==> config.mk <==
export PLATFORM = sky130hd
export DESIGN_NAME = four_bit_cpu_execute_unit
export DESIGN_NICKNAME = d
export VERILOG_FILES = /design/src/rtl/core/cpu4_pkg.sv /design/src/rtl/core/cpu4_front.sv /design/src/rtl/core/cpu4_back.sv /design/src/rtl/core/four_bit_cpu_execute_unit.sv /design/src/tb/tb.sv
export SDC_FILE = /design/constraint.sdc
export NUM_CORES = 1
export LEC_CHECK = 0
export BUFFER_PORTS_ARGS = -buffer_cell sky130_fd_sc_hd__buf_2
export CAP_MARGIN = 10
export CORE_ASPECT_RATIO = 0.6
export CORE_MARGIN = 3
export CORE_UTILIZATION = 60
export DETAILED_ROUTE_END_ITERATION = 10
export GPL_TIMING_DRIVEN = 0
export HOLD_SLACK_MARGIN = 0.03
export PLACE_DENSITY = 0.85
export SLEW_MARGIN = 20
export SYNTH_ARGS = -nofsm -noshare
export SYNTH_HDL_FRONTEND = slang
export SYNTH_HIERARCHICAL = 1
export SYNTH_SLANG_ARGS = --single-unit
==> constraint.sdc <==
create_clock -name clk -period 14.1 [get_ports clk]
set_clock_uncertainty 0.05 [all_clocks]
set_input_delay 2.82 -clock clk [delete_from_list [all_inputs] [get_ports clk]]
set_output_delay 2.82 -clock clk [all_outputs]
set_load 0.02 [all_outputs]
==> src/rtl/core/cpu4_pkg.sv <==
// Package with the shared types, opcode codes and helper functions of the 4-bit execute unit.
`default_nettype none
package cpu4_pkg;

    localparam int unsigned REG_COUNT = 16;
    localparam int unsigned PAIR_COUNT = REG_COUNT / 2;

    localparam logic [3:0] OPR_NOP = 4'h0;
    localparam logic [3:0] OPR_JCN = 4'h1;
    localparam logic [3:0] OPR_FIM = 4'h2;
    localparam logic [3:0] OPR_FIN = 4'h3;
    localparam logic [3:0] OPR_JUN = 4'h4;
    localparam logic [3:0] OPR_JMS = 4'h5;
    localparam logic [3:0] OPR_INC = 4'h6;
    localparam logic [3:0] OPR_ISZ = 4'h7;
    localparam logic [3:0] OPR_ADD = 4'h8;
    localparam logic [3:0] OPR_SUB = 4'h9;
    localparam logic [3:0] OPR_LD  = 4'hA;
    localparam logic [3:0] OPR_XCH = 4'hB;
    localparam logic [3:0] OPR_BBL = 4'hC;
    localparam logic [3:0] OPR_LDM = 4'hD;
    localparam logic [3:0] OPR_IO  = 4'hE;
    localparam logic [3:0] OPR_ACC = 4'hF;

    // I/O group operands.
    localparam logic [3:0] IO_WRM = 4'h0;
    localparam logic [3:0] IO_WMP = 4'h1;
    localparam logic [3:0] IO_WRR = 4'h2;
    localparam logic [3:0] IO_WPM = 4'h3;
    localparam logic [3:0] IO_WR0 = 4'h4;
    localparam logic [3:0] IO_WR1 = 4'h5;
    localparam logic [3:0] IO_WR2 = 4'h6;
    localparam logic [3:0] IO_WR3 = 4'h7;
    localparam logic [3:0] IO_SBM = 4'h8;
    localparam logic [3:0] IO_RDM = 4'h9;
    localparam logic [3:0] IO_RDR = 4'hA;
    localparam logic [3:0] IO_ADM = 4'hB;

    // Accumulator group operands.
    localparam logic [3:0] AC_CLB = 4'h0;
    localparam logic [3:0] AC_CLC = 4'h1;
    localparam logic [3:0] AC_IAC = 4'h2;
    localparam logic [3:0] AC_CMC = 4'h3;
    localparam logic [3:0] AC_CMA = 4'h4;
    localparam logic [3:0] AC_RAL = 4'h5;
    localparam logic [3:0] AC_RAR = 4'h6;
    localparam logic [3:0] AC_TCC = 4'h7;
    localparam logic [3:0] AC_DAC = 4'h8;
    localparam logic [3:0] AC_TCS = 4'h9;
    localparam logic [3:0] AC_STC = 4'hA;
    localparam logic [3:0] AC_DAA = 4'hB;
    localparam logic [3:0] AC_KBP = 4'hC;
    localparam logic [3:0] AC_DCL = 4'hD;

    typedef enum logic [2:0] {
        BUS_NONE   = 3'd0,
        BUS_SRC    = 3'd1,
        BUS_BANK   = 3'd2,
        BUS_RAMWR  = 3'd3,
        BUS_RAMPRT = 3'd4,
        BUS_ROMPRT = 3'd5,
        BUS_STATWR = 3'd6
    } bus_op_t;

    // One decoded instruction word as it sits in the queue between front and back.
    typedef struct packed {
        logic [3:0] opr;
        logic [3:0] opa;
        logic [7:0] b2;
        logic [3:0] rd;
        logic [7:0] tb;
        logic       tp;
        logic [1:0] ticks;
    } dec_t;

    localparam logic [3:0] DAA_LIMIT = 4'd9;
    localparam logic [3:0] DAA_ADJ   = 4'd6;
    localparam logic [3:0] TCS_SET   = 4'hA;
    localparam logic [3:0] TCS_CLR   = 4'h9;

    function automatic logic [3:0] key_decode(input logic [3:0] a);
        logic [3:0] r;
        begin
            case (a)
                4'h0:    r = 4'h0;
                4'h1:    r = 4'h1;
                4'h2:    r = 4'h2;
                4'h4:    r = 4'h3;
                4'h8:    r = 4'h4;
                default: r = 4'hF;
            endcase
            return r;
        end
    endfunction

    function automatic logic [1:0] tick_count(input logic [3:0] opr, input logic [3:0] opa);
        logic [1:0] t;
        begin
            case (opr)
                OPR_JCN, OPR_JUN, OPR_JMS, OPR_ISZ: t = 2'd2;
                OPR_FIM, OPR_FIN: t = opa[0] ? 2'd1 : 2'd2;
                OPR_ACC: t = (opa > AC_DCL) ? 2'd0 : 2'd1;
                default: t = 2'd1;
            endcase
            return t;
        end
    endfunction

endpackage
`default_nettype wire

==> src/rtl/core/cpu4_front.sv <==
// Front end: classifies incoming instruction words and holds them in a two-entry queue.
`default_nettype none
module cpu4_front (
    input  wire logic          clk,
    input  wire logic          rst_n,
    input  wire logic          push,
    output logic               full,
    input  wire logic [7:0]    opcode_byte,
    input  wire logic [7:0]    second_byte,
    input  wire logic [3:0]    read_nibble,
    input  wire logic [7:0]    table_byte,
    input  wire logic          test_pin,
    output logic               q_valid,
    output cpu4_pkg::dec_t     q_word,
    input  wire logic          q_take
);

    cpu4_pkg::dec_t q_reg [2];
    logic           wr_ptr_reg, wr_ptr_next;
    logic           rd_ptr_reg, rd_ptr_next;
    logic [1:0]     count_reg, count_next;
    cpu4_pkg::dec_t in_word;
    logic           do_push, do_pop;

    always_comb
    begin
        in_word.opr   = opcode_byte[7:4];
        in_word.opa   = opcode_byte[3:0];
        in_word.b2    = second_byte;
        in_word.rd    = read_nibble;
        in_word.tb    = table_byte;
        in_word.tp    = test_pin;
        in_word.ticks = cpu4_pkg::tick_count(opcode_byte[7:4], opcode_byte[3:0]);
    end

    assign full    = (count_reg == 2'd2);
    assign q_valid = (count_reg != 2'd0);
    assign q_word  = q_reg[rd_ptr_reg];
    assign do_push = push && !full;
    assign do_pop  = q_take && q_valid;

    always_comb
    begin
        wr_ptr_next = do_push ? ~wr_ptr_reg : wr_ptr_reg;
        rd_ptr_next = do_pop ? ~rd_ptr_reg : rd_ptr_reg;
        count_next  = count_reg + {1'b0, do_push} - {1'b0, do_pop};
    end

    always_ff @(posedge clk or negedge rst_n)
    begin
        if (!rst_n)
        begin
            wr_ptr_reg <= 1'b0;
            rd_ptr_reg <= 1'b0;
            count_reg  <= 2'd0;
        end
        else
        begin
            wr_ptr_reg <= wr_ptr_next;
            rd_ptr_reg <= rd_ptr_next;
            count_reg  <= count_next;
        end
    end

    always_ff @(posedge clk)
    begin
        if (do_push)
        begin
            q_reg[wr_ptr_reg] <= in_word;
        end
    end

endmodule
`default_nettype wire

==> src/rtl/core/cpu4_back.sv <==
// Back end: holds machine state, runs one instruction a cycle unless stalled, registers the result.
`default_nettype none
module cpu4_back #(
    parameter int unsigned STACK_LEVELS = 3
) (
    input  wire logic           clk,
    input  wire logic           rst_n,
    input  wire logic           q_valid,
    input  wire cpu4_pkg::dec_t q_word,
    output logic                q_take,
    output logic                empty,
    input  wire logic           pop,
    output logic [11:0]         next_pc,
    output logic [3:0]          acc_value,
    output logic                carry_value,
    output logic [7:0]          pair_zero,
    output logic [2:0]          bus_op,
    output logic [7:0]          bus_data,
    output logic [1:0]          status_index,
    output logic [1:0]          ticks_used
);

    localparam int unsigned SPW = (STACK_LEVELS > 1) ? $clog2(STACK_LEVELS) : 1;
    localparam logic [SPW-1:0] SP_LAST = SPW'(STACK_LEVELS - 1);
    localparam int unsigned PW = $clog2(cpu4_pkg::PAIR_COUNT);

    logic [3:0]  acc_reg, acc_next;
    logic        carry_reg, carry_next;
    logic [11:0] pc_reg, pc_next;
    logic [7:0]  pairs_reg [cpu4_pkg::PAIR_COUNT];
    logic [11:0] stack_reg [STACK_LEVELS];
    logic [SPW-1:0] sp_reg, sp_next;
    logic        out_valid_reg;

    logic [11:0] out_pc_reg;
    logic [3:0]  out_acc_reg;
    logic        out_carry_reg;
    logic [7:0]  out_pz_reg;
    logic [2:0]  out_bus_reg;
    logic [7:0]  out_data_reg;
    logic [1:0]  out_sidx_reg;
    logic [1:0]  out_ticks_reg;

    logic [3:0]  opr, opa;
    logic [PW-1:0] prow_idx;
    logic [7:0]  prow, row_new;
    logic [3:0]  rv, rv_inc;
    logic        row_we;
    logic [11:0] pc1, pc2;
    logic [SPW-1:0] sp_dec;
    logic        push_en;
    logic [11:0] push_val;
    logic        cond;
    logic [4:0]  sum;
    logic [2:0]  bus_next;
    logic [7:0]  data_next;
    logic [1:0]  sidx_next;
    logic [7:0]  pz_next;
    logic        exec;

    assign exec   = q_valid && (!out_valid_reg || pop);
    assign q_take = exec;
    assign empty  = !out_valid_reg;

    assign opr      = q_word.opr;
    assign opa      = q_word.opa;
    assign prow_idx = opa[3:1];
    assign prow     = pairs_reg[prow_idx];
    assign rv       = opa[0] ? prow[3:0] : prow[7:4];
    assign rv_inc   = rv + 4'd1;
    assign pc1      = pc_reg + 12'd1;
    assign pc2      = pc_reg + 12'd2;
    assign sp_dec   = (sp_reg == '0) ? SP_LAST : sp_reg - SPW'(1);

    always_comb
    begin
        acc_next  = acc_reg;
        carry_next = carry_reg;
        pc_next   = pc1;
        sp_next   = sp_reg;
        row_we    = 1'b0;
        row_new   = prow;
        push_en   = 1'b0;
        push_val  = pc2;
        bus_next  = cpu4_pkg::BUS_NONE;
        data_next = 8'd0;
        sidx_next = 2'd0;
        cond      = 1'b0;
        sum       = 5'd0;
        case (opr)
            cpu4_pkg::OPR_JCN:
            begin
                cond = (opa[2] && acc_reg == 4'd0) || (opa[1] && carry_reg)
                       || (opa[0] && !q_word.tp);
                pc_next = (cond ^ opa[3]) ? {pc2[11:8], q_word.b2} : pc2;
            end
            cpu4_pkg::OPR_FIM:
            begin
                if (opa[0])
                begin
                    bus_next  = cpu4_pkg::BUS_SRC;
                    data_next = prow;
                end
                else
                begin
                    pc_next = pc2;
                    row_we  = 1'b1;
                    row_new = q_word.b2;
                end
            end
            cpu4_pkg::OPR_FIN:
            begin
                if (opa[0])
                begin
                    pc_next = {pc1[11:8], prow};
                end
                else
                begin
                    row_we  = 1'b1;
                    row_new = q_word.tb;
                end
            end
            cpu4_pkg::OPR_JUN: pc_next = {opa, q_word.b2};
            cpu4_pkg::OPR_JMS:
            begin
                push_en = 1'b1;
                sp_next = (sp_reg == SP_LAST) ? '0 : sp_reg + SPW'(1);
                pc_next = {opa, q_word.b2};
            end
            cpu4_pkg::OPR_INC, cpu4_pkg::OPR_ISZ:
            begin
                row_we  = 1'b1;
                row_new = opa[0] ? {prow[7:4], rv_inc} : {rv_inc, prow[3:0]};
                if (opr == cpu4_pkg::OPR_ISZ)
                begin
                    pc_next = (rv_inc != 4'd0) ? {pc2[11:8], q_word.b2} : pc2;
                end
            end
            cpu4_pkg::OPR_ADD:
            begin
                sum = {1'b0, acc_reg} + {1'b0, rv} + {4'd0, carry_reg};
                acc_next = sum[3:0];
                carry_next = sum[4];
            end
            cpu4_pkg::OPR_SUB:
            begin
                sum = {1'b0, acc_reg} + {1'b0, ~rv} + {4'd0, ~carry_reg};
                acc_next = sum[3:0];
                carry_next = sum[4];
            end
            cpu4_pkg::OPR_LD: acc_next = rv;
            cpu4_pkg::OPR_XCH:
            begin
                acc_next = rv;
                row_we   = 1'b1;
                row_new  = opa[0] ? {prow[7:4], acc_reg} : {acc_reg, prow[3:0]};
            end
            cpu4_pkg::OPR_BBL:
            begin
                acc_next = opa;
                sp_next  = sp_dec;
                pc_next  = stack_reg[sp_dec];
            end
            cpu4_pkg::OPR_LDM: acc_next = opa;
            cpu4_pkg::OPR_IO:
            begin
                case (opa)
                    cpu4_pkg::IO_WRM:
                    begin
                        bus_next = cpu4_pkg::BUS_RAMWR;
                        data_next = {4'd0, acc_reg};
                    end
                    cpu4_pkg::IO_WMP:
                    begin
                        bus_next = cpu4_pkg::BUS_RAMPRT;
                        data_next = {4'd0, acc_reg};
                    end
                    cpu4_pkg::IO_WRR:
                    begin
                        bus_next = cpu4_pkg::BUS_ROMPRT;
                        data_next = {4'd0, acc_reg};
                    end
                    cpu4_pkg::IO_WPM: ;
                    cpu4_pkg::IO_WR0, cpu4_pkg::IO_WR1, cpu4_pkg::IO_WR2, cpu4_pkg::IO_WR3:
                    begin
                        bus_next = cpu4_pkg::BUS_STATWR;
                        data_next = {4'd0, acc_reg};
                        sidx_next = opa[1:0];
                    end
                    cpu4_pkg::IO_SBM:
                    begin
                        sum = {1'b0, acc_reg} + {1'b0, ~q_word.rd} + {4'd0, ~carry_reg};
                        acc_next = sum[3:0];
                        carry_next = sum[4];
                    end
                    cpu4_pkg::IO_RDM, cpu4_pkg::IO_RDR: acc_next = q_word.rd;
                    cpu4_pkg::IO_ADM:
                    begin
                        sum = {1'b0, acc_reg} + {1'b0, q_word.rd} + {4'd0, carry_reg};
                        acc_next = sum[3:0];
                        carry_next = sum[4];
                    end
                    default:
                    begin
                        acc_next = q_word.rd;
                        sidx_next = opa[1:0];
                    end
                endcase
            end
            cpu4_pkg::OPR_ACC:
            begin
                case (opa)
                    cpu4_pkg::AC_CLB:
                    begin
                        acc_next = 4'd0;
                        carry_next = 1'b0;
                    end
                    cpu4_pkg::AC_CLC: carry_next = 1'b0;
                    cpu4_pkg::AC_IAC:
                    begin
                        sum = {1'b0, acc_reg} + 5'd1;
                        acc_next = sum[3:0];
                        carry_next = sum[4];
                    end
                    cpu4_pkg::AC_CMC: carry_next = ~carry_reg;
                    cpu4_pkg::AC_CMA: acc_next = ~acc_reg;
                    cpu4_pkg::AC_RAL:
                    begin
                        carry_next = acc_reg[3];
                        acc_next = {acc_reg[2:0], carry_reg};
                    end
                    cpu4_pkg::AC_RAR:
                    begin
                        carry_next = acc_reg[0];
                        acc_next = {carry_reg, acc_reg[3:1]};
                    end
                    cpu4_pkg::AC_TCC:
                    begin
                        acc_next = {3'd0, carry_reg};
                        carry_next = 1'b0;
                    end
                    cpu4_pkg::AC_DAC:
                    begin
                        carry_next = (acc_reg != 4'd0);
                        acc_next = acc_reg - 4'd1;
                    end
                    cpu4_pkg::AC_TCS:
                    begin
                        acc_next = carry_reg ? cpu4_pkg::TCS_SET : cpu4_pkg::TCS_CLR;
                        carry_next = 1'b0;
                    end
                    cpu4_pkg::AC_STC: carry_next = 1'b1;
                    cpu4_pkg::AC_DAA:
                    begin
                        if (acc_reg > cpu4_pkg::DAA_LIMIT || carry_reg)
                        begin
                            sum = {1'b0, acc_reg} + {1'b0, cpu4_pkg::DAA_ADJ};
                            acc_next = sum[3:0];
                            carry_next = carry_reg | sum[4];
                        end
                    end
                    cpu4_pkg::AC_KBP: acc_next = cpu4_pkg::key_decode(acc_reg);
                    cpu4_pkg::AC_DCL:
                    begin
                        bus_next = cpu4_pkg::BUS_BANK;
                        data_next = {5'd0, acc_reg[2:0]};
                    end
                    default: ;
                endcase
            end
            default: ;
        endcase
        pz_next = (row_we && prow_idx == '0) ? row_new : pairs_reg[0];
    end

    always_ff @(posedge clk or negedge rst_n)
    begin
        if (!rst_n)
        begin
            acc_reg       <= 4'd0;
            carry_reg     <= 1'b0;
            pc_reg        <= 12'd0;
            sp_reg        <= '0;
            out_valid_reg <= 1'b0;
            for (int i = 0; i < int'(cpu4_pkg::PAIR_COUNT); i++)
            begin
                pairs_reg[i] <= 8'd0;
            end
            for (int i = 0; i < int'(STACK_LEVELS); i++)
            begin
                stack_reg[i] <= 12'd0;
            end
        end
        else
        begin
            if (exec)
            begin
                acc_reg   <= acc_next;
                carry_reg <= carry_next;
                pc_reg    <= pc_next;
                sp_reg    <= sp_next;
                if (row_we)
                begin
                    pairs_reg[prow_idx] <= row_new;
                end
                if (push_en)
                begin
                    stack_reg[sp_reg] <= push_val;
                end
                out_valid_reg <= 1'b1;
            end
            else if (pop)
            begin
                out_valid_reg <= 1'b0;
            end
        end
    end

    always_ff @(posedge clk)
    begin
        if (exec)
        begin
            out_pc_reg    <= pc_next;
            out_acc_reg   <= acc_next;
            out_carry_reg <= carry_next;
            out_pz_reg    <= pz_next;
            out_bus_reg   <= bus_next;
            out_data_reg  <= data_next;
            out_sidx_reg  <= sidx_next;
            out_ticks_reg <= q_word.ticks;
        end
    end

    assign next_pc      = out_pc_reg;
    assign acc_value    = out_acc_reg;
    assign carry_value  = out_carry_reg;
    assign pair_zero    = out_pz_reg;
    assign bus_op       = out_bus_reg;
    assign bus_data     = out_data_reg;
    assign status_index = out_sidx_reg;
    assign ticks_used   = out_ticks_reg;

endmodule
`default_nettype wire

==> src/rtl/core/four_bit_cpu_execute_unit.sv <==
// Top level of the 4-bit CPU execute unit: front queue feeding the executing back end.
//
// Usage: the unit executes one instruction word per input word. The input side
// looks like a queue: drive the fetched bytes, the read nibble, the table byte and
// the test pin, and raise push; the word is taken at a clock edge where full is low.
// The output side looks like a queue too: while empty is low, the oldest result word
// (next pc, accumulator, carry, register pair zero, bus operation and tick count) is
// on the result ports, and it is taken at an edge where pop is high.
// The word lands in the two-entry front queue at the accepting edge, then executes
// from there into the result register once that register is free.
// Throughput is one word per cycle while the receiver keeps popping.
// When the receiver stalls, the result register holds, the back end stops, and the
// front queue absorbs up to two more words before full rises.
// Reset clears the accumulator, carry, index registers, program counter, return
// stack and stack pointer at once, and empties both queues.
`default_nettype none
module four_bit_cpu_execute_unit #(
    parameter int unsigned STACK_LEVELS = 3
) (
    input  wire logic        clk,
    input  wire logic        rst_n,
    input  wire logic        push,
    output logic             full,
    input  wire logic [7:0]  opcode_byte,
    input  wire logic [7:0]  second_byte,
    input  wire logic [3:0]  read_nibble,
    input  wire logic [7:0]  table_byte,
    input  wire logic        test_pin,
    output logic             empty,
    input  wire logic        pop,
    output logic [11:0]      next_pc,
    output logic [3:0]       acc_value,
    output logic             carry_value,
    output logic [7:0]       pair_zero,
    output logic [2:0]       bus_op,
    output logic [7:0]       bus_data,
    output logic [1:0]       status_index,
    output logic [1:0]       ticks_used
);

    logic           q_valid;
    logic           q_take;
    cpu4_pkg::dec_t q_word;

    cpu4_front u_front (
        .clk         (clk),
        .rst_n       (rst_n),
        .push        (push),
        .full        (full),
        .opcode_byte (opcode_byte),
        .second_byte (second_byte),
        .read_nibble (read_nibble),
        .table_byte  (table_byte),
        .test_pin    (test_pin),
        .q_valid     (q_valid),
        .q_word      (q_word),
        .q_take      (q_take)
    );

    cpu4_back #(
        .STACK_LEVELS (STACK_LEVELS)
    ) u_back (
        .clk          (clk),
        .rst_n        (rst_n),
        .q_valid      (q_valid),
        .q_word       (q_word),
        .q_take       (q_take),
        .empty        (empty),
        .pop          (pop),
        .next_pc      (next_pc),
        .acc_value    (acc_value),
        .carry_value  (carry_value),
        .pair_zero    (pair_zero),
        .bus_op       (bus_op),
        .bus_data     (bus_data),
        .status_index (status_index),
        .ticks_used   (ticks_used)
    );

endmodule
`default_nettype wire

==> src/tb/tb.sv <==
// Self-checking testbench for the 4-bit CPU execute unit with a built-in instruction predictor.
`default_nettype none
module tb;
    timeunit 1ns;
    timeprecision 1ps;

    localparam int STACK_DEPTH = 3;

    // One expected result word, held in order until the unit hands it out.
    typedef struct packed {
        logic [11:0]       pc;
        logic [3:0]        acc;
        logic              cy;
        logic [7:0]        p0;
        cpu4_pkg::bus_op_t op;
        logic [7:0]        data;
        logic [1:0]        sidx;
        logic [1:0]        ticks;
    } exec_word_t;

    // One directed instruction; chk marks rows whose result is typed in by hand.
    typedef struct {
        logic [7:0] opb;
        logic [7:0] b2;
        logic [3:0] rd;
        logic [7:0] tbl;
        logic       tp;
        bit         chk;
        exec_word_t want;
    } insn_row_t;

    logic        clk;
    logic        rst_n;
    logic        push;
    logic        full;
    logic [7:0]  opcode_byte;
    logic [7:0]  second_byte;
    logic [3:0]  read_nibble;
    logic [7:0]  table_byte;
    logic        test_pin;
    logic        empty;
    logic        pop;
    logic [11:0] next_pc;
    logic [3:0]  acc_value;
    logic        carry_value;
    logic [7:0]  pair_zero;
    logic [2:0]  bus_op;
    logic [7:0]  bus_data;
    logic [1:0]  status_index;
    logic [1:0]  ticks_used;

    four_bit_cpu_execute_unit #(.STACK_LEVELS(STACK_DEPTH)) DUT (.*);

    // Predictor state: a private copy of the machine registers.
    logic [3:0]  m_acc;
    logic        m_cy;
    logic [3:0]  m_regs [16];
    logic [11:0] m_pc;
    logic [11:0] m_stack [STACK_DEPTH];
    int          m_sp;

    exec_word_t pending_words [$];
    int  errors;
    int  send_idle_pct;
    int  recv_stall_pct;
    int  sent_count;
    bit  hold_off;

    initial
    begin
        clk = 1'b0;
        forever #5 clk = ~clk;
    end

    // Fixed ceiling on the run; generous against the slowest legal pace.
    initial
    begin
        #20ms;
        $display("tb NOT OK");
        $finish;
    end

    function automatic logic [7:0] pair_of(input logic [3:0] opa);
        return {m_regs[{opa[3:1], 1'b0}], m_regs[{opa[3:1], 1'b1}]};
    endfunction

    // Executes one instruction on the private state and returns the word it produces.
    function automatic exec_word_t execute_insn(input logic [7:0] opb, input logic [7:0] b2,
                                                input logic [3:0] rd, input logic [7:0] tbl,
                                                input logic tp);
        exec_word_t w;
        logic [3:0] opr;
        logic [3:0] opa;
        logic [11:0] pc;
        logic [4:0] sum;
        logic [3:0] tmp;
        logic cond;
        opr = opb[7:4];
        opa = opb[3:0];
        w = '0;
        w.op = cpu4_pkg::BUS_NONE;
        w.ticks = 2'd1;
        pc = m_pc + 12'd1;
        case (opr)
            cpu4_pkg::OPR_NOP: ;
            cpu4_pkg::OPR_JCN:
            begin
                pc = pc + 12'd1;
                cond = (opa[2] && m_acc == 4'd0) || (opa[1] && m_cy) || (opa[0] && !tp);
                if (opa[3])
                    cond = !cond;
                if (cond)
                    pc[7:0] = b2;
                w.ticks = 2'd2;
            end
            cpu4_pkg::OPR_FIM:
                if (opa[0])
                begin
                    w.op = cpu4_pkg::BUS_SRC;
                    w.data = pair_of(opa);
                end
                else
                begin
                    pc = pc + 12'd1;
                    m_regs[{opa[3:1], 1'b0}] = b2[7:4];
                    m_regs[{opa[3:1], 1'b1}] = b2[3:0];
                    w.ticks = 2'd2;
                end
            cpu4_pkg::OPR_FIN:
                if (opa[0])
                    pc[7:0] = pair_of(opa);
                else
                begin
                    m_regs[{opa[3:1], 1'b0}] = tbl[7:4];
                    m_regs[{opa[3:1], 1'b1}] = tbl[3:0];
                    w.ticks = 2'd2;
                end
            cpu4_pkg::OPR_JUN:
            begin
                pc = {opa, b2};
                w.ticks = 2'd2;
            end
            cpu4_pkg::OPR_JMS:
            begin
                pc = pc + 12'd1;
                m_stack[m_sp] = pc;
                m_sp = (m_sp + 1) % STACK_DEPTH;
                pc = {opa, b2};
                w.ticks = 2'd2;
            end
            cpu4_pkg::OPR_INC: m_regs[opa] = m_regs[opa] + 4'd1;
            cpu4_pkg::OPR_ISZ:
            begin
                pc = pc + 12'd1;
                m_regs[opa] = m_regs[opa] + 4'd1;
                if (m_regs[opa] != 4'd0)
                    pc[7:0] = b2;
                w.ticks = 2'd2;
            end
            cpu4_pkg::OPR_ADD:
            begin
                sum = m_acc + m_regs[opa] + m_cy;
                {m_cy, m_acc} = sum;
            end
            cpu4_pkg::OPR_SUB:
            begin
                // The complement is taken on four bits before the sum widens.
                sum = {1'b0, m_acc} + {1'b0, ~m_regs[opa]} + {4'd0, !m_cy};
                {m_cy, m_acc} = sum;
            end
            cpu4_pkg::OPR_LD: m_acc = m_regs[opa];
            cpu4_pkg::OPR_XCH:
            begin
                tmp = m_acc;
                m_acc = m_regs[opa];
                m_regs[opa] = tmp;
            end
            cpu4_pkg::OPR_BBL:
            begin
                m_acc = opa;
                m_sp = (m_sp + STACK_DEPTH - 1) % STACK_DEPTH;
                pc = m_stack[m_sp];
            end
            cpu4_pkg::OPR_LDM: m_acc = opa;
            cpu4_pkg::OPR_IO:
                case (opa)
                    cpu4_pkg::IO_WRM:
                    begin
                        w.op = cpu4_pkg::BUS_RAMWR;
                        w.data = {4'd0, m_acc};
                    end
                    cpu4_pkg::IO_WMP:
                    begin
                        w.op = cpu4_pkg::BUS_RAMPRT;
                        w.data = {4'd0, m_acc};
                    end
                    cpu4_pkg::IO_WRR:
                    begin
                        w.op = cpu4_pkg::BUS_ROMPRT;
                        w.data = {4'd0, m_acc};
                    end
                    cpu4_pkg::IO_WPM: ;
                    cpu4_pkg::IO_WR0, cpu4_pkg::IO_WR1, cpu4_pkg::IO_WR2, cpu4_pkg::IO_WR3:
                    begin
                        w.op = cpu4_pkg::BUS_STATWR;
                        w.data = {4'd0, m_acc};
                        w.sidx = opa[1:0];
                    end
                    cpu4_pkg::IO_SBM:
                    begin
                        sum = {1'b0, m_acc} + {1'b0, ~rd} + {4'd0, !m_cy};
                        {m_cy, m_acc} = sum;
                    end
                    cpu4_pkg::IO_RDM, cpu4_pkg::IO_RDR: m_acc = rd;
                    cpu4_pkg::IO_ADM:
                    begin
                        sum = m_acc + rd + m_cy;
                        {m_cy, m_acc} = sum;
                    end
                    default:
                    begin
                        m_acc = rd;
                        w.sidx = opa[1:0];
                    end
                endcase
            default:
                case (opa)
                    cpu4_pkg::AC_CLB: begin m_acc = 4'd0; m_cy = 1'b0; end
                    cpu4_pkg::AC_CLC: m_cy = 1'b0;
                    cpu4_pkg::AC_IAC:
                    begin
                        sum = m_acc + 5'd1;
                        {m_cy, m_acc} = sum;
                    end
                    cpu4_pkg::AC_CMC: m_cy = !m_cy;
                    cpu4_pkg::AC_CMA: m_acc = ~m_acc;
                    cpu4_pkg::AC_RAL: {m_cy, m_acc} = {m_acc, m_cy};
                    cpu4_pkg::AC_RAR: {m_acc, m_cy} = {m_cy, m_acc};
                    cpu4_pkg::AC_TCC: begin m_acc = {3'd0, m_cy}; m_cy = 1'b0; end
                    cpu4_pkg::AC_DAC:
                    begin
                        m_cy = (m_acc != 4'd0);
                        m_acc = m_acc - 4'd1;
                    end
                    cpu4_pkg::AC_TCS:
                    begin
                        m_acc = m_cy ? cpu4_pkg::TCS_SET : cpu4_pkg::TCS_CLR;
                        m_cy = 1'b0;
                    end
                    cpu4_pkg::AC_STC: m_cy = 1'b1;
                    cpu4_pkg::AC_DAA:
                        if (m_acc > cpu4_pkg::DAA_LIMIT || m_cy)
                        begin
                            sum = m_acc + cpu4_pkg::DAA_ADJ;
                            if (sum[4])
                                m_cy = 1'b1;
                            m_acc = sum[3:0];
                        end
                    cpu4_pkg::AC_KBP:
                        case (m_acc)
                            4'h0, 4'h1, 4'h2: ;
                            4'h4: m_acc = 4'h3;
                            4'h8: m_acc = 4'h4;
                            default: m_acc = 4'hF;
                        endcase
                    cpu4_pkg::AC_DCL:
                    begin
                        w.op = cpu4_pkg::BUS_BANK;
                        w.data = {5'd0, m_acc[2:0]};
                    end
                    default: w.ticks = 2'd0;
                endcase
        endcase
        m_pc = pc;
        w.pc = pc;
        w.acc = m_acc;
        w.cy = m_cy;
        w.p0 = {m_regs[0], m_regs[1]};
        return w;
    endfunction

    // Offers one instruction word, honoring the sender idle rate, and waits for acceptance.
    task automatic offer_word(input logic [7:0] opb, input logic [7:0] b2, input logic [3:0] rd,
                              input logic [7:0] tbl, input logic tp, input bit chk,
                              input exec_word_t want);
        exec_word_t w;
        while ($urandom_range(99) < send_idle_pct)
        begin
            push <= 1'b0;
            @(posedge clk);
        end
        push <= 1'b1;
        opcode_byte <= opb;
        second_byte <= b2;
        read_nibble <= rd;
        table_byte <= tbl;
        test_pin <= tp;
        do
            @(posedge clk);
        while (full);
        sent_count++;
        w = execute_insn(opb, b2, rd, tbl, tp);
        // A hand-typed row must agree with the predictor itself.
        if (chk && w !== want)
        begin
            $display("%0t: directed row %h expected %h, predictor %h", $time, opb, want, w);
            errors++;
        end
        pending_words.push_back(w);
    endtask

    task automatic drop_push();
        push <= 1'b0;
        @(posedge clk);
    endtask

    // Random instructions weighted toward pair loads, calls, returns, accumulator and I/O operations.
    task automatic random_insn();
        logic [7:0] opb;
        int sel;
        sel = $urandom_range(99);
        if (sel < 10)
            opb = {cpu4_pkg::OPR_FIM, 3'($urandom), 1'b0};
        else if (sel < 20)
            opb = {cpu4_pkg::OPR_JMS, 4'($urandom)};
        else if (sel < 30)
            opb = {cpu4_pkg::OPR_BBL, 4'($urandom)};
        else if (sel < 45)
            opb = {cpu4_pkg::OPR_ACC, 4'($urandom_range(13))};
        else if (sel < 55)
            opb = {cpu4_pkg::OPR_IO, 4'($urandom)};
        else
            opb = 8'($urandom);
        offer_word(opb, 8'($urandom), 4'($urandom), 8'($urandom), 1'($urandom), 1'b0, '0);
    endtask

    // Receiver: pops at a random rate, and holds off entirely while hold_off is set.
    initial
    begin
        exec_word_t exp_w;
        pop <= 1'b0;
        @(posedge rst_n);
        forever
        begin
            @(posedge clk);
            if (pop && !empty)
            begin
                if (pending_words.size() == 0)
                begin
                    $display("%0t: unexpected word pc=%h", $time, next_pc);
                    errors++;
                end
                else
                begin
                    exp_w = pending_words.pop_front();
                    if (next_pc !== exp_w.pc || acc_value !== exp_w.acc ||
                        carry_value !== exp_w.cy || pair_zero !== exp_w.p0 ||
                        bus_op !== exp_w.op || bus_data !== exp_w.data ||
                        status_index !== exp_w.sidx || ticks_used !== exp_w.ticks)
                    begin
                        $display({"%0t: mismatch expected pc=%h a=%h c=%b p0=%h",
                                  " op=%0d d=%h s=%0d t=%0d"},
                                 $time, exp_w.pc, exp_w.acc, exp_w.cy, exp_w.p0, exp_w.op,
                                 exp_w.data, exp_w.sidx, exp_w.ticks);
                        $display({"%0t:          actual   pc=%h a=%h c=%b p0=%h",
                                  " op=%0d d=%h s=%0d t=%0d"},
                                 $time, next_pc, acc_value, carry_value, pair_zero, bus_op,
                                 bus_data, status_index, ticks_used);
                        errors++;
                    end
                end
            end
            pop <= !hold_off && ($urandom_range(99) >= recv_stall_pct);
        end
    end

    // Long receiver hold-off, counted in cycles here, while the sender keeps pushing.
    initial
    begin
        @(posedge rst_n);
        wait (sent_count >= 300);
        hold_off = 1'b1;
        repeat (60) @(posedge clk);
        hold_off = 1'b0;
    end

    insn_row_t dir_rows [$];

    function automatic exec_word_t mk(input logic [11:0] pc, input logic [3:0] a, input logic c,
                                      input logic [7:0] p0, input cpu4_pkg::bus_op_t op,
                                      input logic [7:0] d, input logic [1:0] s,
                                      input logic [1:0] t);
        return '{pc, a, c, p0, op, d, s, t};
    endfunction

    initial
    begin
        int n;
        errors = 0;
        sent_count = 0;
        hold_off = 1'b0;
        send_idle_pct = 0;
        recv_stall_pct = 0;
        push <= 1'b0;
        opcode_byte <= '0;
        second_byte <= '0;
        read_nibble <= '0;
        table_byte <= '0;
        test_pin <= 1'b0;
        m_acc = '0;
        m_cy = 1'b0;
        m_pc = '0;
        m_sp = 0;
        foreach (m_regs[i]) m_regs[i] = '0;
        foreach (m_stack[i]) m_stack[i] = '0;
        rst_n = 1'b0;
        repeat (9) @(posedge clk);
        rst_n <= 1'b1;
        @(posedge clk);

        // Directed rows: hand-typed results after reset, then rows left to the predictor: jumps, calls, returns.
        dir_rows = '{
            '{8'h00, 8'hFF, 4'hF, 8'hFF, 1'b1, 1,
              mk(12'h001, 4'h0, 0, 8'h00, cpu4_pkg::BUS_NONE, 0, 0, 1)},
            '{8'hFE, 8'h00, 4'h0, 8'h00, 1'b0, 1,
              mk(12'h002, 4'h0, 0, 8'h00, cpu4_pkg::BUS_NONE, 0, 0, 0)},
            '{8'hFF, 8'h00, 4'h0, 8'h00, 1'b0, 1,
              mk(12'h003, 4'h0, 0, 8'h00, cpu4_pkg::BUS_NONE, 0, 0, 0)},
            '{8'h20, 8'hA5, 4'h0, 8'h00, 1'b0, 1,
              mk(12'h005, 4'h0, 0, 8'hA5, cpu4_pkg::BUS_NONE, 0, 0, 2)},
            '{8'h21, 8'h00, 4'h0, 8'h00, 1'b0, 1,
              mk(12'h006, 4'h0, 0, 8'hA5, cpu4_pkg::BUS_SRC, 8'hA5, 0, 1)},
            '{8'hDF, 8'h00, 4'h0, 8'h00, 1'b0, 1,
              mk(12'h007, 4'hF, 0, 8'hA5, cpu4_pkg::BUS_NONE, 0, 0, 1)},
            '{8'hF2, 8'h00, 4'h0, 8'h00, 1'b0, 1,
              mk(12'h008, 4'h0, 1, 8'hA5, cpu4_pkg::BUS_NONE, 0, 0, 1)},
            '{8'h14, 8'h40, 4'h0, 8'h00, 1'b0, 0, '0},
            '{8'h1C, 8'h80, 4'h0, 8'h00, 1'b0, 0, '0},
            '{8'h11, 8'hC0, 4'h0, 8'h00, 1'b1, 0, '0},
            '{8'h19, 8'h10, 4'h0, 8'h00, 1'b0, 0, '0},
            '{8'h30, 8'h00, 4'h0, 8'hFF, 1'b0, 0, '0},
            '{8'h31, 8'h00, 4'h0, 8'h00, 1'b0, 0, '0},
            '{8'h4F, 8'hFF, 4'h0, 8'h00, 1'b0, 0, '0},
            '{8'h5F, 8'hFE, 4'h0, 8'h00, 1'b0, 0, '0},
            '{8'h50, 8'h10, 4'h0, 8'h00, 1'b0, 0, '0},
            '{8'h51, 8'h20, 4'h0, 8'h00, 1'b0, 0, '0},
            '{8'h52, 8'h30, 4'h0, 8'h00, 1'b0, 0, '0},
            '{8'hC1, 8'h00, 4'h0, 8'h00, 1'b0, 0, '0},
            '{8'hC2, 8'h00, 4'h0, 8'h00, 1'b0, 0, '0},
            '{8'hC3, 8'h00, 4'h0, 8'h00, 1'b0, 0, '0},
            '{8'hC4, 8'h00, 4'h0, 8'h00, 1'b0, 0, '0},
            '{8'h7F, 8'h55, 4'h0, 8'h00, 1'b0, 0, '0},
            '{8'hEB, 8'h00, 4'hF, 8'h00, 1'b0, 0, '0},
            '{8'hFB, 8'h00, 4'h0, 8'h00, 1'b0, 0, '0}
        };
        foreach (dir_rows[i])
            offer_word(dir_rows[i].opb, dir_rows[i].b2, dir_rows[i].rd, dir_rows[i].tbl,
                       dir_rows[i].tp, dir_rows[i].chk, dir_rows[i].want);
        // Every opcode value once, so each operation and operand is reached.
        for (n = 0; n < 256; n++)
            offer_word(8'(n), 8'($urandom), 4'($urandom), 8'($urandom), 1'($urandom), 1'b0, '0);

        // Random phases: free running, sender idle, receiver stalling, both.
        for (n = 0; n < 500; n++)
        begin
            case (n / 125)
                0: begin send_idle_pct = 0;  recv_stall_pct = 0;  end
                1: begin send_idle_pct = 83; recv_stall_pct = 0;  end
                2: begin send_idle_pct = 0;  recv_stall_pct = 83; end
                default: begin send_idle_pct = 36; recv_stall_pct = 36; end
            endcase
            random_insn();
        end
        drop_push();

        n = 0;
        while (pending_words.size() != 0 && n < 100000)
        begin
            @(posedge clk);
            n++;
        end
        repeat (10) @(posedge clk);
        if (errors == 0 && pending_words.size() == 0 && empty)
            $display("tb OK");
        else
            $display("tb NOT OK");
        $finish;
    end

endmodule
`default_nettype wire

==> results of run 1 <==
## area by class of cell
| class | instances | area (µm²) | area share (%) |
|---|---|---|---|
| Buffer | 85 | 393 | 2.74 |
| Tap cell | 273 | 342 | 2.38 |
| Clock buffer | 29 | 586 | 4.08 |
| Inverter | 37 | 139 | 0.968 |
| Sequential cell | 226 | 6170 | 43.0 |
| Timing Repair Buffer | 76 | 423 | 2.95 |
| Clock inverter | 9 | 58.8 | 0.410 |
| Multi-Input combinational cell | 936 | 6240 | 43.5 |
## metrics by stage
step	setup WS, ns	utilization [%]	area (µm²)	hold WS [ns]	cells
finish	7.91	69.7	14300	0.431	1671
global route	7.73	69.7	14300	0.452	1671
floorplan	8.19	-	12900	0.392	1284
detailed placement	8.07	66.6	13700	0.418	1633
global placement	6.58	66.2	13600	0.406	1631
CTS	8.12	69.7	14300	0.431	1671
## final timing paths
kind / endpoint / cells after the start
worst max-delay path: u_back/acc_reg[1] / 17
worst min-delay path: u_back/pairs_reg[45] / 2
worst max register to register: u_back/acc_reg[1] / 17
worst min register to register: u_back/pairs_reg[45] / 2
max in group asynchronous: u_back/pairs_reg[13] / 2
min in group asynchronous: u_back/pc_reg[8] / 1
## cells by family (layout without fill, tap and decap cells)
family	count (synthesis)	count (layout)	synth area share, %
xor gates and xnor gates	34	34	2.36
and+or+nand+nor	386	386	13.6
adders and majority gates	39	39	4.24
DFF	226	226	47.7
buffers and inverters	122	236	4.09
muxes	104	104	10.1
AOI/OAI and AO/OA	373	373	17.9
## synth_stat cells (14+ instances only)
cell type,number,share of area (%)
nor3_1,15,0.58
o21ai_0,145,5.6
nand3_1,16,0.62
nor2_1,78,2.3
ha_1,31,3.0
mux4_2,14,2.4
nor2b_1,22,1.1
nand2b_1,16,0.78
clkbuf_1,65,1.9
dfrtp_1,124,24
xnor2_1,21,1.4
inv_1,33,0.96
nand2_1,186,5.4
mux2i_1,33,2.6
a21oi_1,75,2.9
edfxtp_1,102,24
mux2_2,53,4.6
## worst max-delay path: cells and delay by family (launching register included)
kind	cells	cell delay (ns)
AND/OR/NAND/NOR	1	0.13
adder cells (fa/ha/maj)	2	1.09
multiplexers	6	2.19
buffers and inverters	5	1.40
flip-flops	1	0.39
AO/OA/AOI/OAI	3	0.83
## where the power goes
group	switching (mW)	internal (mW)
Sequential	0.151	0.961
Combinational	1.41	0.708
Clock	0.250	0.293
Total	1.81	1.96
## metal layers
layer / up-vias / GRT usage [%] / part of all wire, %
li1: 4875 / - / -
met1: 5511 / 55.5 / 43
met2: 861 / 48.3 / 39
met3: 123 / 13.1 / 15
met4: 0 / 8.68 / 2.7
met5: - / 0 / 0
==> flow_summary_export.csv, run 1 <==
group,metric,value,unit
place,port_buffers,74,
drt,wirelength,42.4,mm
timing,slew_headroom,24.7,%
clock_network,post_cts_resized,0,
cells_and_area,largest_reg_flops,64,
power_and_ir_drop,power.total,3.78,mW
global_route,grt_antenna_before_repair,1,
timing,setup-violations-final,0,
clock_network,clk_pin_slew,0.07,ns
cells_and_area,area_growth,11.1,%
global_route,overflow,0,
power_and_ir_drop,leakage,5.77,nW
critical_path,r2r_slack,7.91,ns
drt,final_antenna_net_count,0,
cells_and_area,fin_nets,1455,
timing,fmax,162,MHz
place,gp_congestion,1.00,
min_path,hp-class,"flip-flop to flip-flop",
synthesis,synth-main-ff-cell,"dfrtp_1",
clock_network,htreeDepth,1,
cells_and_area,fillers,1557,
timing,worstMarginPinSlew,1.12,ns
cells_and_area,diodes,0,
drt,route.detailed.drc,0,
clock_network,cts_buffers,21,
synthesis,yosys_warnings,6,
timing,hold_viol,0,
timing,slew_viol_final,0,
timing,rsz0062_at_grt,"no",
critical_path,worst_path_most_repeated_cell,"mux2i_1",
floorplan,fp.dieArea,23400,µm²
synthesis,avgSynthCellArea,10.1,µm²
critical_path,worstReg2RegStart,"u_front/rd_ptr_reg",
critical_path,path_class,"flip-flop to flip-flop",
clock_network,insertion_delay,0.52,ns
synthesis,synth_async_sr_flop_share,54.9,%
global_route,grt_max_degree,105,
clock_network,postCtsHoldBufs,0,
place,dp.final_hpwl,30.8,mm
cells_and_area,mostFrequentLayoutCells,"186 x nand2_1, 145 x o21ai_0, 124 x dfrtp_1",
job,cap_violations,0,
synthesis,synth_area,12900,µm²
critical_path,slowest_delay,0.59,ns
synthesis,yosys_register_bits,226,
global_route,grt_pass1_wl,64.8,mm
synthesis,postSynthNetCount,1356,
timing,fin_crit,6.19,ns
critical_path,crit_path_max_fanout,10,
drt,post_drt_wl_per_cell,25.4,µm
power_and_ir_drop,p_per_area,263,nW/µm²
critical_path,cp-startpoint,"u_front/rd_ptr_reg",
floorplan,io_pins,75,
drt,via_per_inst,6.80,
floorplan,die_y,120,µm
clock_network,cts.path.max_buffers,3,
drt,drtIter0Drc,1897,
power_and_ir_drop,irDropWorstVdd,131,µV
floorplan,start_util,62.8,%
floorplan,die_w,195,µm
timing,final.setup.tns,0,ns
cells_and_area,drive_gt1_share,15.1,%
timing,finalCritPeriodShare,43.9,%
synthesis,yosysUniqueCellTypes,80,
clock_network,cts-root-buf,"clkbuf_16",
min_path,hp-start,"u_back/pairs_reg[45]",
critical_path,crit_slowest_cell,"mux2i_1",
critical_path,crit_path_cell_trace,"buf_6 > buf_6 > mux2_2 > buf_2 > buf_2 > clkbuf_1 > mux4_2 > mux2i_1 > mux2i_1 > fa_1 > fa_1 > mux2i_1 > nor2_1 > a211oi_1 > a2111oi_0 > a21oi_1 > mux2_2",
global_route,track_usage,36.1,%
synthesis,synth-edff-count,102,
run_status,status,"complete, no violations",
critical_path,cp-start-kind,"flip-flop",
drt,drtPass1Iterations,7,
critical_path,end_kind,"flip-flop",
clock_network,cts_setup_buffers,0,
drt,vias,11400,
cells_and_area,final_common_cell,"nand2_1",
critical_path,cp.required,14.44,ns
clock_network,cts_tree,"done",
clock_network,clock_sinks,226,
critical_path,critPathArrivalTime,6.53,ns
synthesis,syn_inst,1284,
global_route,first_global_vias,10700,
floorplan,coreArea,20600,µm²
floorplan,core.rowCount,40,
synthesis,ys_seq_area_share,47.7,%
No activity file was read; power rests on OpenSTA's default activity.
==> inputs of run 2 (changes only) <==
==> constraint.sdc (replaced) <==
create_clock -name clk -period 6 [get_ports clk]
set_clock_uncertainty 0.05 [all_clocks]
set_input_delay 1.2 -clock clk [delete_from_list [all_inputs] [get_ports clk]]
set_output_delay 1.2 -clock clk [all_outputs]
set_load 0.02 [all_outputs]
==> run 2 against run 1 <==
  * Setup slack worse by 7.6 ns
  * Hold slack about the same
  * Cell count unchanged
  * Sequential cell count unchanged
  * Routed wire length up 0.11%
  * Critical path depth unchanged
==> flow_summary_export.csv, run 2 (synthesis gave the netlist of run 1 again) <==
group,metric,value,unit
place,port_buffers,74,
power_and_ir_drop,p_int,4.62,mW
timing,hold_viol,0,
global_route,grt_max_degree,105,
drt,dr_wl_met3,6.83,mm
clock_network,cts-root-buf,"clkbuf_16",
timing,worstMarginPinSlew,1.18,ns
critical_path,critPathArrivalTime,6.06,ns
clock_network,insertion_delay,0.51,ns
drt,via_per_inst,6.78,
power_and_ir_drop,combPwrFrac,56.2,%
cells_and_area,area_growth,11.2,%
floorplan,die_w,195,µm
floorplan,io_pins,75,
drt,vias,11300,
clock_network,htreeDepth,1,
place,dp_cells,1633,
clock_network,cts_tree,"done",
critical_path,cp.required,6.34,ns
run_status,status,"complete, no violations",
critical_path,cp-start-kind,"flip-flop",
global_route,track_usage,36.1,%
power_and_ir_drop,seqPwrFrac,29.5,%
job,cap_violations,0,
power_and_ir_drop,p_switching,4.27,mW
timing,slew_headroom,20.8,%
power_and_ir_drop,irDropWorstVdd,307,µV
floorplan,die_y,120,µm
drt,wl_met1,17.9,mm
drt,wirelength,42.4,mm
place,gp_congestion,1.00,
timing,fin_crit,5.72,ns
clock_network,cts.path.max_buffers,3,
floorplan,coreArea,20600,µm²
floorplan,core.rowCount,40,
power_and_ir_drop,switching_share,48.0,%
drt,top_layer_used,"met4",
drt,route.detailed.drc,0,
clock_network,cts_buffers,21,
timing,setup-violations-final,0,
critical_path,path_class,"flip-flop to flip-flop",
cells_and_area,diodes,0,
power_and_ir_drop,clkPwrFrac,14.3,%
cells_and_area,fin_util,69.8,%
drt,final_antenna_net_count,0,
timing,slew_viol_final,0,
cells_and_area,fillers,1556,
global_route,first_global_vias,10700,
global_route,overflow,0,
cells_and_area,instances_no_fill,1671,
power_and_ir_drop,leakage,5.77,nW
clock_network,postCtsHoldBufs,0,
critical_path,reg2reg_depth,17,
floorplan,start_util,62.8,%
clock_network,clk_pin_slew,0.06,ns
global_route,grt_pass1_wl,64.8,mm
timing,final.setup.tns,0,ns
timing,fmax,175,MHz
cells_and_area,fin_nets,1455,
drt,wl_met2,16.6,mm
power_and_ir_drop,p_per_area,619,nW/µm²
cells_and_area,drive_gt1_share,15.3,%
drt,drtIter0Drc,1728,
clock_network,clock_sinks,226,
critical_path,end_kind,"flip-flop",
cells_and_area,mostFrequentLayoutCells,"186 x nand2_1, 145 x o21ai_0, 124 x dfrtp_1",
drt,drtPass1Iterations,8,
min_path,hp-class,"flip-flop to flip-flop",
place,dp.final_hpwl,30.8,mm
cells_and_area,final_common_cell,"nand2_1",
drt,post_drt_wl_per_cell,25.4,µm
global_route,grt_antenna_before_repair,1,
min_path,hold_path_depth,2,
critical_path,crit_path_max_fanout,10,
timing,finalCritPeriodShare,95.3,%
timing,rsz0062_at_grt,"no",
floorplan,fp.dieArea,23400,µm²
cells_and_area,largest_reg_flops,64,
==> run 2: cell counts in the layout (fill, tap and decap cells not counted) <==
No cell type changed its count.
==> run 2: power groups by stage <==
stage,clock (mW),sequential [mW],combinational [mW]
3_5_place_dp,0,2.62,4.74
3_3_place_gp,0,2.59,4.64
4_1_cts,1.29,2.60,4.78
5_1_grt,1.36,2.67,5.32
2_1_floorplan,0,2.67,3.10
6_report,1.27,2.62,4.99
==> run 2: worst max-delay path: stages, from the launching register on <==
cell and delay, ns:
dfrtp_1 0.39, buf_6 0.14, buf_6 0.15, mux2_2 0.29
buf_2 0.26, buf_2 0.33, clkbuf_2 0.33, mux4_2 0.41
mux2i_2 0.42, mux2i_1 0.39, fa_1 0.57, fa_1 0.52
mux2i_1 0.09, nor2_1 0.13, a211oi_1 0.06, a2111oi_0 0.56
a21oi_1 0.20, mux2_2 0.30
==> run 2: metrics by stage <==
stage | area (µm²) | hold slack, ns | power (mW) | worst slack, ns
6_report | 14400 | 0.431 | 8.89 | 0.281
5_1_grt | 14400 | 0.452 | 9.35 | 0.0943
4_1_cts | 14300 | 0.431 | 8.67 | 0.0248
3_5_place_dp | 13700 | 0.418 | 7.36 | 0.0773
3_3_place_gp | 13600 | 0.406 | 7.23 | 0.101
2_1_floorplan | 12900 | 0.392 | 5.77 | 1.53
==> run 2: final cells by class <==
class | count | area, µm² | area share (%)
multi-input cells | 936 | 6250 | 43.5
flip-flops and latches | 226 | 6170 | 43.0
clock buffers | 29 | 586 | 4.08
repair buffers | 76 | 423 | 2.95
plain buffers | 85 | 394 | 2.75
well taps | 273 | 342 | 2.38
inverters | 37 | 139 | 0.968
clock inverters | 9 | 58.8 | 0.410
==> run 2: path summary, 6_finish.rpt <==
check                                      from                   end  slack [ns]
max                          u_front/rd_ptr_reg     u_back/acc_reg[1]        0.28
min                        u_back/pairs_reg[45]  u_back/pairs_reg[45]        0.43
max reg2reg                  u_front/rd_ptr_reg     u_back/acc_reg[1]        0.28
min reg2reg                u_back/pairs_reg[45]  u_back/pairs_reg[45]        0.43
max in group asynchronous                 rst_n   u_back/pairs_reg[8]        4.67
min in group asynchronous                 rst_n      u_back/pc_reg[8]        0.48
==> run 2: repair_timing <==
action                     CTS  global route
setup buffers                0             0
gates resized for setup      0             4
setup endpoints to repair    0            12
==> run 2: routing by layer <==
metal | up-vias | track usage [%]
met3 | 115 | 13.1
met4 | 0 | 8.68
met5 | - | 0
met1 | 5531 | 55.5
li1 | 4874 | -
met2 | 812 | 48.3
==> inputs of run 3 (changes only) <==
--- a/config.mk
+++ b/config.mk
@@ -8,7 +8,6 @@
 export BUFFER_PORTS_ARGS = -buffer_cell sky130_fd_sc_hd__buf_2
 export CAP_MARGIN = 10
 export CORE_ASPECT_RATIO = 0.6
-export CORE_MARGIN = 3
 export CORE_UTILIZATION = 60
 export DETAILED_ROUTE_END_ITERATION = 10
 export GPL_TIMING_DRIVEN = 0
==> run 3 against run 2 <==
  * Non-clock buffer count unchanged
  * Largest power group unchanged
  * Largest cell class unchanged
  * Design area grew 0.79%
  * Utilization shrank 0.99 points
==> flow_summary_export.csv, run 3 (synthesis gave the netlist of run 1 again) <==
group,metric,value,unit
run_status,status,"complete, no violations",
critical_path,cp.required,6.34,ns
clock_network,cts_buffers,21,
cells_and_area,largest_reg_flops,64,
floorplan,io_pins,75,
cells_and_area,drive_gt1_share,15.2,%
critical_path,critPathArrivalTime,6.04,ns
critical_path,crit_slowest_cell,"a2111oi_0",
power_and_ir_drop,p_per_area,628,nW/µm²
drt,final_antenna_net_count,0,
power_and_ir_drop,irDropWorstVdd,332,µV
clock_network,post_cts_resized,0,
cells_and_area,fin_util,68.8,%
floorplan,start_util,61.4,%
timing,fin_crit,5.70,ns
job,cap_violations,0,
clock_network,clk_pin_slew,0.07,ns
floorplan,fp.dieArea,22100,µm²
clock_network,cts_tree,"done",
cells_and_area,mostFrequentLayoutCells,"186 x nand2_1, 145 x o21ai_0, 124 x dfrtp_1",
global_route,first_global_vias,10300,
timing,hold_ws,0.429,ns
timing,slew_headroom,15.9,%
clock_network,cts_setup_buffers,0,
critical_path,path_class,"flip-flop to flip-flop",
clock_network,htreeDepth,1,
timing,finalCritPeriodShare,95.0,%
drt,drtPass1Iterations,8,
clock_network,cts.path.max_buffers,3,
clock_network,clock_sinks,226,
place,place_ws,0.0747,ns
clock_network,cts-root-buf,"clkbuf_16",
cells_and_area,fillers,1596,
drt,vias,11200,
timing,fmax,175,MHz
floorplan,die_y,116,µm
timing,hold_viol,0,
place,port_buffers,74,
critical_path,crit_path_cell_trace,"buf_6 > buf_6 > mux2_2 > buf_2 > buf_2 > clkbuf_2 > mux4_2 > mux2i_2 > mux2i_1 > fa_1 > fa_1 > mux2i_1 > nor2_1 > a211oi_1 > a2111oi_0 > a21oi_1 > mux2_2",
global_route,grt_max_degree,80,
critical_path,slowest_delay,0.59,ns
power_and_ir_drop,clkPwrFrac,16.0,%
cells_and_area,stdcell_area,14500,µm²
power_and_ir_drop,combPwrFrac,55.3,%
floorplan,coreArea,21000,µm²
critical_path,end_kind,"flip-flop",
cells_and_area,instances_no_fill,1677,
clock_network,postCtsHoldBufs,0,
critical_path,cp-start-kind,"flip-flop",
power_and_ir_drop,leakage,5.82,nW
drt,wirelength,42.2,mm
global_route,grt_pass1_wl,62.4,mm
global_route,track_usage,38.3,%
place,placed_cell_area,13700,µm²
timing,worst_slack,0.301,ns
cells_and_area,area_growth,12.0,%
power_and_ir_drop,p_int,4.80,mW
min_path,hp-class,"flip-flop to flip-flop",
global_route,grt_antenna_before_repair,3,
floorplan,die_w,191,µm
drt,drtIter0Drc,1606,
cells_and_area,multi_input_area,6250,µm²
cells_and_area,seq_area,6170,µm²
timing,worstMarginPinSlew,1.25,ns
place,dp.final_hpwl,31.2,mm
power_and_ir_drop,p_switching,4.28,mW
timing,setup-violations-final,0,
timing,rsz0062_at_grt,"no",
clock_network,insertion_delay,0.51,ns
global_route,overflow,0,
place,gp_congestion,0.996,
cells_and_area,final_common_cell,"nand2_1",
drt,via_per_inst,6.70,
timing,slew_viol_final,0,
drt,post_drt_wl_per_cell,25.2,µm
drt,route.detailed.drc,0,
cells_and_area,fin_nets,1455,
power_and_ir_drop,seqPwrFrac,28.7,%
power_and_ir_drop,switching_share,47.1,%
floorplan,core.rowCount,41,
critical_path,crit_path_max_fanout,10,
place,dp_cells,1639,
==> run 3: changes by cell type in the layout (fill, tap and decap cells not counted), moves of 2 or more <==
cell       delta
buf_8         -2
bufinv_16     +4
clkinv_4      -2
clkinv_2      -3
==> run 3: cell type report <==
class | count | area share, %
Inverter | 37 | 0.960
Sequential cell | 226 | 42.6
Buffer | 85 | 2.73
Clock buffer | 29 | 4.13
Tap cell | 279 | 2.41
Multi-Input combinational cell | 936 | 43.2
Antenna cell | 1 | 0.0173
Timing Repair Buffer | 76 | 2.98
Clock inverter | 8 | 0.977
==> run 3: final timing paths <==
check	start	to	slack (ns)	cells after the start
max in group asynchronous	rst_n	u_back/pairs_reg[37]	4.56	2
min reg2reg	u_back/pairs_reg[9]	u_back/pairs_reg[9]	0.43	2
max reg2reg	u_front/rd_ptr_reg	u_back/acc_reg[1]	0.30	17
min in group asynchronous	rst_n	u_back/pc_reg[10]	0.56	1
max	u_front/rd_ptr_reg	u_back/acc_reg[1]	0.30	17
min	u_back/pairs_reg[9]	u_back/pairs_reg[9]	0.43	2
==> run 3: critical path, delay by kind of cell, from the launching register on <==
kind	cells	cell delay [ns]
multiplexers	6	1.86
buffers and inverters	5	1.24
adder cells (fa/ha/maj)	2	1.04
AO/OA/AOI/OAI	3	0.88
flip-flops	1	0.37
AND/OR/NAND/NOR	1	0.12
==> run 3: per-stage QoR <==
step                TNS (ns)  power (mW)
floorplan                  0        5.77
global placement     -0.0930        7.23
detailed placement         0        7.35
CTS                        0        8.84
global route               0        9.48
finish                     0        9.08
==> run 3: routing by layer <==
layer / global-route usage [%] / up-vias / wire (µm)
li1: - / 4864 / -
met1: 58.1 / 5437 / 18500
met2: 49.4 / 849 / 16000
met3: 16.0 / 84 / 6710
met4: 9.10 / 6 / 942
met5: 4.27 / - / 142
==> run 3: power groups by stage <==
| stage | registers [mW] | logic [mW] | clock network (mW) |
|---|---|---|---|
| 4_1_cts | 2.60 | 4.78 | 1.46 |
| 3_5_place_dp | 2.61 | 4.74 | 0 |
| 5_1_grt | 2.66 | 5.32 | 1.51 |
| 3_3_place_gp | 2.59 | 4.64 | 0 |
| 2_1_floorplan | 2.67 | 3.10 | 0 |
| 6_report | 2.61 | 5.02 | 1.45 |
